## config.mk

```make
export PLATFORM = sky130hd
export DESIGN_NAME = wilder_rsi_stream
export DESIGN_NICKNAME = d
export VERILOG_FILES = /design/src/rtl/wrsi_pkg.sv /design/src/rtl/wrsi_pdiv.sv /design/src/rtl/wrsi_ratio.sv /design/src/rtl/wilder_rsi_stream.sv
export SDC_FILE = /design/constraint.sdc
export NUM_CORES = 2
export LEC_CHECK = 0
export ABC_AREA = 1
export BUFFER_PORTS_ARGS = -buffer_cell sky130_fd_sc_hd__buf_2
export CELL_PAD_IN_SITES_DETAIL_PLACEMENT = 2
export CELL_PAD_IN_SITES_GLOBAL_PLACEMENT = 2
export CORE_MARGIN = 5
export CORE_UTILIZATION = 30
export CTS_CLUSTER_DIAMETER = 40
export DETAILED_ROUTE_END_ITERATION = 7
export PLACE_DENSITY_LB_ADDON = 0.1
export SLEW_MARGIN = 20
export SYNTH_ARGS = -nofsm -noshare
export SYNTH_HDL_FRONTEND = slang
export SYNTH_SLANG_ARGS = --single-unit
```

## constraint.sdc

```tcl
create_clock -name clk -period 7.55 [get_ports clk]
set_clock_uncertainty 0.1 [all_clocks]
set_input_delay 1.1325 -clock clk [delete_from_list [all_inputs] [get_ports clk]]
set_output_delay 1.1325 -clock clk [all_outputs]
set_load 0.05 [all_outputs]
```

## src/rtl/wrsi_pkg.sv

```systemverilog
`timescale 1ns / 1ps
`default_nettype none
// ----------------------------------------------------------------------------
// wrsi_pkg
// Shared widths, constants and state encodings for the Wilder RSI stream.
// ----------------------------------------------------------------------------
package wrsi_pkg;

    localparam int PRICE_BITS_DEF = 32;   // default price width inside the block
    localparam int FRAC_BITS_DEF  = 16;   // default fraction bits of the averages
    localparam int PRICE_W        = 32;   // price field width on the stream
    localparam int PERIOD_W       = 8;
    localparam int COUNT_W        = 9;
    localparam int RSI_W          = 14;
    localparam int OUT_DATA_W     = 16;

    localparam logic [PERIOD_W-1:0] PERIOD_RESET = 8'd14;
    localparam logic [RSI_W-1:0]    RSI_FULL     = 14'd10000;
    localparam logic [RSI_W-1:0]    RSI_MID      = 14'd5000;

    typedef enum logic [2:0] {
        ST_IDLE,
        ST_CALC,
        ST_UPD,
        ST_PSTART,
        ST_PDIV,
        ST_RCHK,
        ST_RATIO,
        ST_DONE
    } top_state_t;

    typedef enum logic [1:0] {
        RT_IDLE,
        RT_MUL,
        RT_DIV
    } ratio_state_t;

endpackage
`default_nettype wire

```

## src/rtl/wrsi_pdiv.sv

```systemverilog
`timescale 1ns / 1ps
`default_nettype none
// ----------------------------------------------------------------------------
// wrsi_pdiv
// Bit-serial restoring divider by the 8-bit period: one quotient bit per
// cycle, narrow remainder, low QW quotient bits kept.
// ----------------------------------------------------------------------------
module wrsi_pdiv #(
    parameter int DW = wrsi_pkg::PRICE_BITS_DEF + 2 * wrsi_pkg::FRAC_BITS_DEF,
    parameter int QW = wrsi_pkg::PRICE_BITS_DEF + wrsi_pkg::FRAC_BITS_DEF
) (
    input  wire logic                          clk,
    input  wire logic                          rst_n,
    input  wire logic                          start,
    input  wire logic [DW-1:0]                 dividend,
    input  wire logic [wrsi_pkg::PERIOD_W-1:0] divisor,
    output logic      [QW-1:0]                 quotient,
    output logic                               rem_nz,
    output logic                               done
);
    import wrsi_pkg::*;

    localparam int CW = $clog2(DW + 1);

    logic [DW-1:0]       num_reg;
    logic [PERIOD_W-1:0] rem_reg;
    logic [PERIOD_W-1:0] rem_next;
    logic [QW-1:0]       quo_reg;
    logic [CW-1:0]       cnt_reg;
    logic                busy_reg;
    logic                done_reg;
    logic [PERIOD_W:0]   trial;
    logic                ge;

    always_comb
    begin
        trial = {rem_reg, num_reg[DW-1]};
        ge    = (trial >= {1'b0, divisor});
        if (ge)
        begin
            rem_next = PERIOD_W'(trial - {1'b0, divisor});
        end
        else
        begin
            rem_next = trial[PERIOD_W-1:0];
        end
    end

    always_ff @(posedge clk or negedge rst_n)
    begin
        if (!rst_n)
        begin
            busy_reg <= 1'b0;
            done_reg <= 1'b0;
            cnt_reg  <= '0;
        end
        else
        begin
            done_reg <= 1'b0;
            if (start)
            begin
                busy_reg <= 1'b1;
                cnt_reg  <= '0;
            end
            else if (busy_reg)
            begin
                cnt_reg <= cnt_reg + CW'(1);
                if (cnt_reg == CW'(DW - 1))
                begin
                    busy_reg <= 1'b0;
                    done_reg <= 1'b1;
                end
            end
        end
    end

    always_ff @(posedge clk)
    begin
        if (start)
        begin
            num_reg <= dividend;
            rem_reg <= '0;
            quo_reg <= '0;
        end
        else if (busy_reg)
        begin
            num_reg <= {num_reg[DW-2:0], 1'b0};
            rem_reg <= rem_next;
            quo_reg <= {quo_reg[QW-2:0], ge};
        end
    end

    assign quotient = quo_reg;
    assign rem_nz   = |rem_reg;
    assign done     = done_reg;

endmodule
`default_nettype wire

```

## src/rtl/wrsi_ratio.sv

```systemverilog
`timescale 1ns / 1ps
`default_nettype none
// ----------------------------------------------------------------------------
// wrsi_ratio
// floor(10000*gain/(gain+loss)): shift-add by the constant, then a
// restoring division one quotient bit per cycle.
// ----------------------------------------------------------------------------
module wrsi_ratio #(
    parameter int AW = wrsi_pkg::PRICE_BITS_DEF + wrsi_pkg::FRAC_BITS_DEF
) (
    input  wire logic                       clk,
    input  wire logic                       rst_n,
    input  wire logic                       start,
    input  wire logic [AW-1:0]              gain,
    input  wire logic [AW-1:0]              loss,
    output logic      [wrsi_pkg::RSI_W-1:0] rsi,
    output logic                            done
);
    import wrsi_pkg::*;

    localparam int NW = AW + RSI_W;
    localparam int CW = $clog2(NW + 1);

    ratio_state_t     state_reg;
    ratio_state_t     state_next;
    logic [CW-1:0]    cnt_reg;
    logic             done_reg;
    logic [NW-1:0]    acc_reg;
    logic [NW-1:0]    add_reg;
    logic [RSI_W-1:0] k_reg;
    logic [AW:0]      den_reg;
    logic [AW:0]      rem_reg;
    logic [AW:0]      rem_next;
    logic [RSI_W-1:0] quo_reg;
    logic [AW+1:0]    trial;
    logic             ge;
    logic             mul_last;
    logic             div_last;

    always_comb
    begin
        mul_last   = (cnt_reg == CW'(RSI_W - 1));
        div_last   = (cnt_reg == CW'(NW - 1));
        state_next = state_reg;
        case (state_reg)
            RT_IDLE:
            begin
                if (start)
                begin
                    state_next = RT_MUL;
                end
            end
            RT_MUL:
            begin
                if (mul_last)
                begin
                    state_next = RT_DIV;
                end
            end
            RT_DIV:
            begin
                if (div_last)
                begin
                    state_next = RT_IDLE;
                end
            end
            default:
            begin
                state_next = RT_IDLE;
            end
        endcase
    end

    always_comb
    begin
        trial = {rem_reg, acc_reg[NW-1]};
        ge    = (trial >= {1'b0, den_reg});
        if (ge)
        begin
            rem_next = (AW + 1)'(trial - {1'b0, den_reg});
        end
        else
        begin
            rem_next = trial[AW:0];
        end
    end

    always_ff @(posedge clk or negedge rst_n)
    begin
        if (!rst_n)
        begin
            state_reg <= RT_IDLE;
            cnt_reg   <= '0;
            done_reg  <= 1'b0;
        end
        else
        begin
            state_reg <= state_next;
            done_reg  <= (state_reg == RT_DIV) && div_last;
            if (state_reg == state_next && state_reg != RT_IDLE)
            begin
                cnt_reg <= cnt_reg + CW'(1);
            end
            else
            begin
                cnt_reg <= '0;
            end
        end
    end

    always_ff @(posedge clk)
    begin
        case (state_reg)
            RT_IDLE:
            begin
                if (start)
                begin
                    acc_reg <= '0;
                    add_reg <= NW'(gain);
                    k_reg   <= RSI_FULL;
                    den_reg <= (AW + 1)'(gain) + (AW + 1)'(loss);
                    rem_reg <= '0;
                end
            end
            RT_MUL:
            begin
                if (k_reg[0])
                begin
                    acc_reg <= acc_reg + add_reg;
                end
                add_reg <= {add_reg[NW-2:0], 1'b0};
                k_reg   <= {1'b0, k_reg[RSI_W-1:1]};
            end
            RT_DIV:
            begin
                acc_reg <= {acc_reg[NW-2:0], 1'b0};
                rem_reg <= rem_next;
                quo_reg <= {quo_reg[RSI_W-2:0], ge};
            end
            default:
            begin
            end
        endcase
    end

    assign rsi  = quo_reg;
    assign done = done_reg;

endmodule
`default_nettype wire

```

## src/rtl/wilder_rsi_stream.sv

```systemverilog
`timescale 1ns / 1ps
`default_nettype none
// ----------------------------------------------------------------------------
// wilder_rsi_stream
// Wilder relative strength index over a stream of prices, one result a beat.
// ----------------------------------------------------------------------------
// One price beat in gives one RSI beat out, in hundredths (0..10000), with
// tuser[0] set once a full period of changes has been averaged; before that
// the value is 5000. tlast on the input ends a series: its result is sent as
// usual and the history is cleared. Items are processed one at a time. A
// warm-up item skips the dividers. In a seeding or smoothing item, the period
// divider yields one quotient bit per cycle over the PRICE_BITS+2*FRAC_BITS
// dividend bits, then the ratio unit runs its shift-add multiply and its
// division; the ratio part is skipped when the average loss is zero. A
// finished result waits in the output register while the next beat is
// taken. cfg_we writes the lookback period (reset 14, 0 acts as 1); write it
// only while the block is idle.
// ----------------------------------------------------------------------------
module wilder_rsi_stream #(
    parameter int PRICE_BITS = wrsi_pkg::PRICE_BITS_DEF,
    parameter int FRAC_BITS  = wrsi_pkg::FRAC_BITS_DEF
) (
    input  wire logic                            clk,
    input  wire logic                            rst_n,
    input  wire logic                            cfg_we,
    input  wire logic [wrsi_pkg::PERIOD_W-1:0]   cfg_wdata,   // lookback period
    input  wire logic                            s_tvalid,
    output logic                                 s_tready,
    input  wire logic [wrsi_pkg::PRICE_W-1:0]    s_tdata,     // [31:0] price
    input  wire logic                            s_tlast,     // last_sample
    output logic                                 m_tvalid,
    input  wire logic                            m_tready,
    output logic      [wrsi_pkg::OUT_DATA_W-1:0] m_tdata,     // [13:0] rsi_value, rest 0
    output logic      [0:0]                      m_tuser      // [0] rsi_ready
);
    import wrsi_pkg::*;

    localparam int AW = PRICE_BITS + FRAC_BITS;
    localparam int DW = AW + FRAC_BITS;

    top_state_t          state_reg;
    top_state_t          state_next;
    logic                pdiv_start;
    logic                rat_start;
    logic                out_load;

    logic [PERIOD_W-1:0] period_reg;
    logic [PERIOD_W-1:0] p_eff;
    logic [PRICE_BITS-1:0] price_reg;
    logic                last_reg;
    logic [PRICE_BITS-1:0] prev_reg;
    logic [COUNT_W-1:0]  count_reg;
    logic [PRICE_BITS-1:0] gain_reg;
    logic [PRICE_BITS-1:0] loss_reg;
    logic [AW-1:0]       avg_g_reg;
    logic [AW-1:0]       avg_l_reg;
    logic [AW-1:0]       diff_g_reg;
    logic [AW-1:0]       diff_l_reg;
    logic                up_g_reg;
    logic                up_l_reg;
    logic                seed_reg;
    logic [RSI_W-1:0]    value_reg;
    logic                ready_reg;

    logic                out_valid_reg;
    logic [RSI_W-1:0]    out_rsi_reg;
    logic                out_rdy_reg;

    logic                cnt_zero;
    logic                cnt_le;
    logic                cnt_eq;
    logic [AW-1:0]       x_g;
    logic [AW-1:0]       x_l;
    logic [DW-1:0]       div_in_g;
    logic [DW-1:0]       div_in_l;
    logic [AW-1:0]       q_g;
    logic [AW-1:0]       q_l;
    logic                rnz_g;
    logic                rnz_l;
    logic                pdiv_done_g;
    logic                pdiv_done_l;
    logic [RSI_W-1:0]    rat_rsi;
    logic                rat_done;

    assign p_eff    = (period_reg == '0) ? PERIOD_W'(1) : period_reg;
    assign cnt_zero = (count_reg == '0);
    assign cnt_le   = (count_reg <= {1'b0, p_eff});
    assign cnt_eq   = (count_reg == {1'b0, p_eff});
    assign x_g      = AW'(gain_reg) << FRAC_BITS;
    assign x_l      = AW'(loss_reg) << FRAC_BITS;
    assign div_in_g = seed_reg ? {avg_g_reg, {FRAC_BITS{1'b0}}} : DW'(diff_g_reg);
    assign div_in_l = seed_reg ? {avg_l_reg, {FRAC_BITS{1'b0}}} : DW'(diff_l_reg);

    wrsi_pdiv #(
        .DW (DW),
        .QW (AW)
    ) u_pdiv_g (
        .clk      (clk),
        .rst_n    (rst_n),
        .start    (pdiv_start),
        .dividend (div_in_g),
        .divisor  (p_eff),
        .quotient (q_g),
        .rem_nz   (rnz_g),
        .done     (pdiv_done_g)
    );

    wrsi_pdiv #(
        .DW (DW),
        .QW (AW)
    ) u_pdiv_l (
        .clk      (clk),
        .rst_n    (rst_n),
        .start    (pdiv_start),
        .dividend (div_in_l),
        .divisor  (p_eff),
        .quotient (q_l),
        .rem_nz   (rnz_l),
        .done     (pdiv_done_l)
    );

    wrsi_ratio #(
        .AW (AW)
    ) u_ratio (
        .clk   (clk),
        .rst_n (rst_n),
        .start (rat_start),
        .gain  (avg_g_reg),
        .loss  (avg_l_reg),
        .rsi   (rat_rsi),
        .done  (rat_done)
    );

    always_comb
    begin
        state_next = state_reg;
        s_tready   = 1'b0;
        pdiv_start = 1'b0;
        rat_start  = 1'b0;
        out_load   = 1'b0;
        case (state_reg)
            ST_IDLE:
            begin
                s_tready = 1'b1;
                if (s_tvalid)
                begin
                    state_next = ST_CALC;
                end
            end
            ST_CALC:
            begin
                state_next = ST_UPD;
            end
            ST_UPD:
            begin
                if (cnt_zero || (cnt_le && !cnt_eq))
                begin
                    state_next = ST_DONE;
                end
                else
                begin
                    state_next = ST_PSTART;
                end
            end
            ST_PSTART:
            begin
                pdiv_start = 1'b1;
                state_next = ST_PDIV;
            end
            ST_PDIV:
            begin
                if (pdiv_done_g)
                begin
                    state_next = ST_RCHK;
                end
            end
            ST_RCHK:
            begin
                if (avg_l_reg != '0)
                begin
                    rat_start  = 1'b1;
                    state_next = ST_RATIO;
                end
                else
                begin
                    state_next = ST_DONE;
                end
            end
            ST_RATIO:
            begin
                if (rat_done)
                begin
                    state_next = ST_DONE;
                end
            end
            ST_DONE:
            begin
                if (!out_valid_reg || m_tready)
                begin
                    out_load   = 1'b1;
                    state_next = ST_IDLE;
                end
            end
            default:
            begin
                state_next = ST_IDLE;
            end
        endcase
    end

    always_ff @(posedge clk or negedge rst_n)
    begin
        if (!rst_n)
        begin
            state_reg     <= ST_IDLE;
            period_reg    <= PERIOD_RESET;
            out_valid_reg <= 1'b0;
            prev_reg      <= '0;
            count_reg     <= '0;
            avg_g_reg     <= '0;
            avg_l_reg     <= '0;
        end
        else
        begin
            state_reg <= state_next;
            if (cfg_we)
            begin
                period_reg <= cfg_wdata;
            end

            if (out_load)
            begin
                out_valid_reg <= 1'b1;
            end
            else if (m_tready)
            begin
                out_valid_reg <= 1'b0;
            end

            if (state_reg == ST_UPD && !cnt_zero && cnt_le)
            begin
                // warm-up: running sums of the raw changes
                avg_g_reg <= avg_g_reg + AW'(gain_reg);
                avg_l_reg <= avg_l_reg + AW'(loss_reg);
            end
            else if (state_reg == ST_PDIV && pdiv_done_g)
            begin
                if (seed_reg)
                begin
                    avg_g_reg <= q_g;
                    avg_l_reg <= q_l;
                end
                else
                begin
                    // falling averages round the step up so the result floors
                    avg_g_reg <= up_g_reg ? avg_g_reg + q_g : avg_g_reg - q_g - AW'(rnz_g);
                    avg_l_reg <= up_l_reg ? avg_l_reg + q_l : avg_l_reg - q_l - AW'(rnz_l);
                end
            end
            else if (out_load && last_reg)
            begin
                avg_g_reg <= '0;
                avg_l_reg <= '0;
            end

            if (out_load)
            begin
                if (last_reg)
                begin
                    prev_reg  <= '0;
                    count_reg <= '0;
                end
                else
                begin
                    prev_reg <= price_reg;
                    if (cnt_le)
                    begin
                        count_reg <= count_reg + COUNT_W'(1);
                    end
                end
            end
        end
    end

    always_ff @(posedge clk)
    begin
        case (state_reg)
            ST_IDLE:
            begin
                if (s_tvalid)
                begin
                    price_reg <= PRICE_BITS'(s_tdata);
                    last_reg  <= s_tlast;
                end
            end
            ST_CALC:
            begin
                value_reg <= RSI_MID;
                ready_reg <= 1'b0;
                if (price_reg > prev_reg)
                begin
                    gain_reg <= price_reg - prev_reg;
                    loss_reg <= '0;
                end
                else
                begin
                    gain_reg <= '0;
                    loss_reg <= prev_reg - price_reg;
                end
            end
            ST_UPD:
            begin
                seed_reg <= cnt_le;
                if (!cnt_zero && (cnt_eq || !cnt_le))
                begin
                    ready_reg <= 1'b1;
                end
                up_g_reg   <= (x_g >= avg_g_reg);
                up_l_reg   <= (x_l >= avg_l_reg);
                diff_g_reg <= (x_g >= avg_g_reg) ? x_g - avg_g_reg : avg_g_reg - x_g;
                diff_l_reg <= (x_l >= avg_l_reg) ? x_l - avg_l_reg : avg_l_reg - x_l;
            end
            ST_RCHK:
            begin
                if (avg_l_reg == '0)
                begin
                    value_reg <= (avg_g_reg != '0) ? RSI_FULL : RSI_MID;
                end
            end
            ST_RATIO:
            begin
                if (rat_done)
                begin
                    value_reg <= rat_rsi;
                end
            end
            ST_DONE:
            begin
                if (out_load)
                begin
                    out_rsi_reg <= value_reg;
                    out_rdy_reg <= ready_reg;
                end
            end
            default:
            begin
            end
        endcase
    end

    assign m_tvalid = out_valid_reg;
    assign m_tdata  = OUT_DATA_W'(out_rsi_reg);
    assign m_tuser  = out_rdy_reg;

`ifndef SYNTH
    a_not_ready_mid: assert property (@(posedge clk) disable iff (!rst_n)
        m_tvalid && !m_tuser[0] |-> m_tdata[RSI_W-1:0] == RSI_MID)
        else $error("result without ready flag is not the midpoint");

    a_rsi_range: assert property (@(posedge clk) disable iff (!rst_n)
        m_tvalid |-> m_tdata[RSI_W-1:0] <= RSI_FULL)
        else $error("rsi value above full scale");

    a_pdiv_lockstep: assert property (@(posedge clk) disable iff (!rst_n)
        pdiv_done_g == pdiv_done_l)
        else $error("gain and loss dividers out of step");

    a_ratio_done_state: assert property (@(posedge clk) disable iff (!rst_n)
        rat_done |-> state_reg == ST_RATIO)
        else $error("ratio unit finished outside the ratio wait");

    a_accept_calc: assert property (@(posedge clk) disable iff (!rst_n)
        s_tvalid && s_tready |=> state_reg == ST_CALC)
        else $error("accepted beat did not start a calculation");
`endif

endmodule
`default_nettype wire
```

==> flow_metrics.py <==
metrics = {
    "die": {
        "fp.dieW_um": 540.5,
        "boundaryPins": 65,
        "die_area_sq_mm": 0.2921,
        "core_area_sq_mm": 0.2799,
        "initial_core_util_pct": 30.16,
        "die_y_um": 540.5,
        "core.rowCount": 194,
    },
    "logic_synthesis": {
        "yosys_warnings": 0,
        "avgSynthCellArea_sq_um": 6.553,
        "netlist-cell-type-count": 66,
        "yosysTopAreaCell": "edfxtp_1",
        "synthTopCellsByCount": "nand2_1, inv_1, nor2_1",
        "netlist_top_cells_area": "edfxtp_1, nand2_1, ha_1",
        "ys_ff_latch": 891,
        "yosysMostFrequentCell": "nand2_1",
        "synth_top_area_share_pct": 21.48,
        "synth_edf_count": 604,
        "syn-instance-count": 12880,
        "synth_area_sq_mm": 0.08442,
        "synth_top_flop_cell": "edfxtp_1",
        "async_flop_share_pct": 19.64,
        "yosysSeqAreaShare_pct": 29.33,
    },
    "setup_path": {
        "crit_path_cell_trace": "nor4_1, nand3_1, nor3_2, buf_4, fa_1, ha_1, nor2_1, inv_1, fa_1, o21ai_0, nand2_1, nand2_1, nand2_1, nand2_1, nand3_1, nand2_1, nand2_1, nand2_1, nand3_1, nand2_1, nand2_1, nand2_1, nand3_1",
        "critPathMaxFanout": 5,
        "cp-start-kind": "register",
        "r2r_start": "u_pdiv_l.rem_reg[3]",
        "r2r_slack_ns": 2.40,
        "crit_type": "reg2reg",
        "cp_top_family": "simple AND/OR/NAND/NOR gates",
        "slowest_stage": "nor3_2",
        "path_buf_inv": 2,
        "worstReg2RegEnd": "avg_l_reg[40]",
        "worstPathArrival_ns": 5.77,
        "crit_required_ns": 8.17,
        "reg2regPathDepth": 23,
        "crit_top_cell": "nand2_1",
        "critPathCaptureType": "register",
        "slowest_delay_ns": 0.54,
    },
    "place": {
        "dp_slack_ns": 2.478,
        "gp_congestion": 0.9726,
        "io_buffer_count": 62,
        "dpl-instance-area_sq_mm": 0.08909,
        "post-place-cells": 16490,
        "dp_hpwl_um": 384200,
    },
    "timing": {
        "finalHoldViolations": 0,
        "fmax_mhz": 194.4,
        "slew_violations": 0,
        "fin_crit_sh_pct": 68.15,
        "tightestPinTransition_ns": 1.177,
        "setup_violations": 0,
        "hold_ws_ns": 0.06685,
        "slew_headroom_pct": 21.45,
        "setup-tns-final_ns": 0,
        "fin_crit_ns": 5.145,
        "grt_setup_unrepaired": "no",
        "worst_slack_ns": 2.405,
    },
    "route": {
        "num_vias": 90450,
        "drtIter0Drc": 5485,
        "topRoutingLayerUsed": "met5",
        "route.met2.wl_um": 216400,
        "drt_pass1_iterations": 6,
        "drtAntennaViolNets": 0,
        "routed_wl_um": 465000,
        "met1_length_um": 206100,
        "via_per_inst": 5.355,
        "wl_met3_um": 21670,
        "post-route-drc-count": 0,
        "post_drt_wl_per_cell_um": 27.53,
    },
    "clock_tree": {
        "post_cts_buffers": 0,
        "path_clk_slew_ns": 0.05,
        "clock_latency_ns": 0.89,
        "cts-resized-gates": 0,
        "clockBufferDepth": 4,
        "cts_max_level": 4,
        "cts_hold_buf": 0,
        "cts.root.buffer_cell": "clkbuf_16",
        "cts_tree": "built",
        "numCtsBuffers": 209,
        "cts_sinks": 891,
    },
    "power_and_ir_drop": {
        "power_leakage_nw": 46.29,
        "peakVddDrop_mv": 0.2403,
        "p_total_mw": 15.27,
        "p_per_area_mw_per_mm2": 158.1,
    },
    "global_routing": {
        "track_usage_pct": 30.69,
        "grt_antenna_before_repair": 23,
        "grt_pass1_vias": 97500,
        "grt_max_degree": 124,
        "grt_pass1_wl_um": 671400,
        "grt.overflow.total": 0,
    },
    "layout": {
        "final_cells": 16890,
        "num-nets-final": 13770,
        "fin_area_sq_mm": 0.09659,
        "drive_gt1_share_pct": 5.441,
        "areaGrowthSynthToFinish_pct": 14.41,
        "post-route-util_pct": 34.51,
    },
    "worst_hold_path": {
        "holdCritPathClass": "in2async",
    },
    "run": {
        "cap_viol_max_count": 0,
    },
    "outcome": {
        "status": "complete, no violations",
    },
}
==> metal layers <==
layer / vias up / GRT usage (%)
met5: - / 0
met4: 4 / 12.12
met3: 690 / 3.734
met2: 2154 / 51.91
met1: 45500 / 39.84
li1: 42100 / -
==> layout by cell type, fill, tap and decap left out, drive strengths merged, types with 125 or more instances in the layout <==
cell type,n
inv,2137
ha,727
a21oi,912
nand2,3600
buf,170
clkbuf,241
nand4,144
nor2,1428
o21ai,861
dfrtp,172
xor2,191
nor3,125
edfxtp,604
nand3,783
==> power breakdown <==
group	total, mW	switching (mW)	internal (mW)
clock	9.72	3.39	6.33
combinational	0.338	0.239	0.0990
sequential	5.21	0.0106	5.20
==> worst max-delay path by stage <==
stage | startpoint | endpoint | slack, ns | cells past startpoint
final | u_pdiv_l.rem_reg[3] | avg_l_reg[40] | 2.40 | 23
after global routing | u_ratio.acc_reg[61] | u_ratio.rem_reg[37] | 2.21 | 13
after CTS | u_pdiv_l.rem_reg[3] | avg_l_reg[40] | 2.41 | 23
after floorplan | avg_l_reg[1] | u_ratio.add_reg[0] | 0.35 | 11
after detailed placement | u_pdiv_l.rem_reg[3] | avg_l_reg[40] | 2.48 | 23
after global placement | u_pdiv_l.rem_reg[3] | avg_l_reg[40] | 1.89 | 23
==> final cells by class <==
type	count	area (sq um)
antenna	8	20.02
fill	33760	183300
clock inverter	151	1954
tap	3724	4659
timing repair buffer	171	1179
multi-input combinational	9599	50570
clock buffer	240	5520
inverter	2107	7923
sequential	891	24760
==> cell families after synthesis <==
family,share of synthesized area (%)
adder cells (fa/ha/maj),11.18
flip-flops,29.33
XOR/XNOR,2.946
buffers and inverters,10.93
AO/OA/AOI/OAI,15.31
other,0.004442
AND/OR/NAND/NOR,30.30
Note: power is estimated with default switching activity, not from simulation.
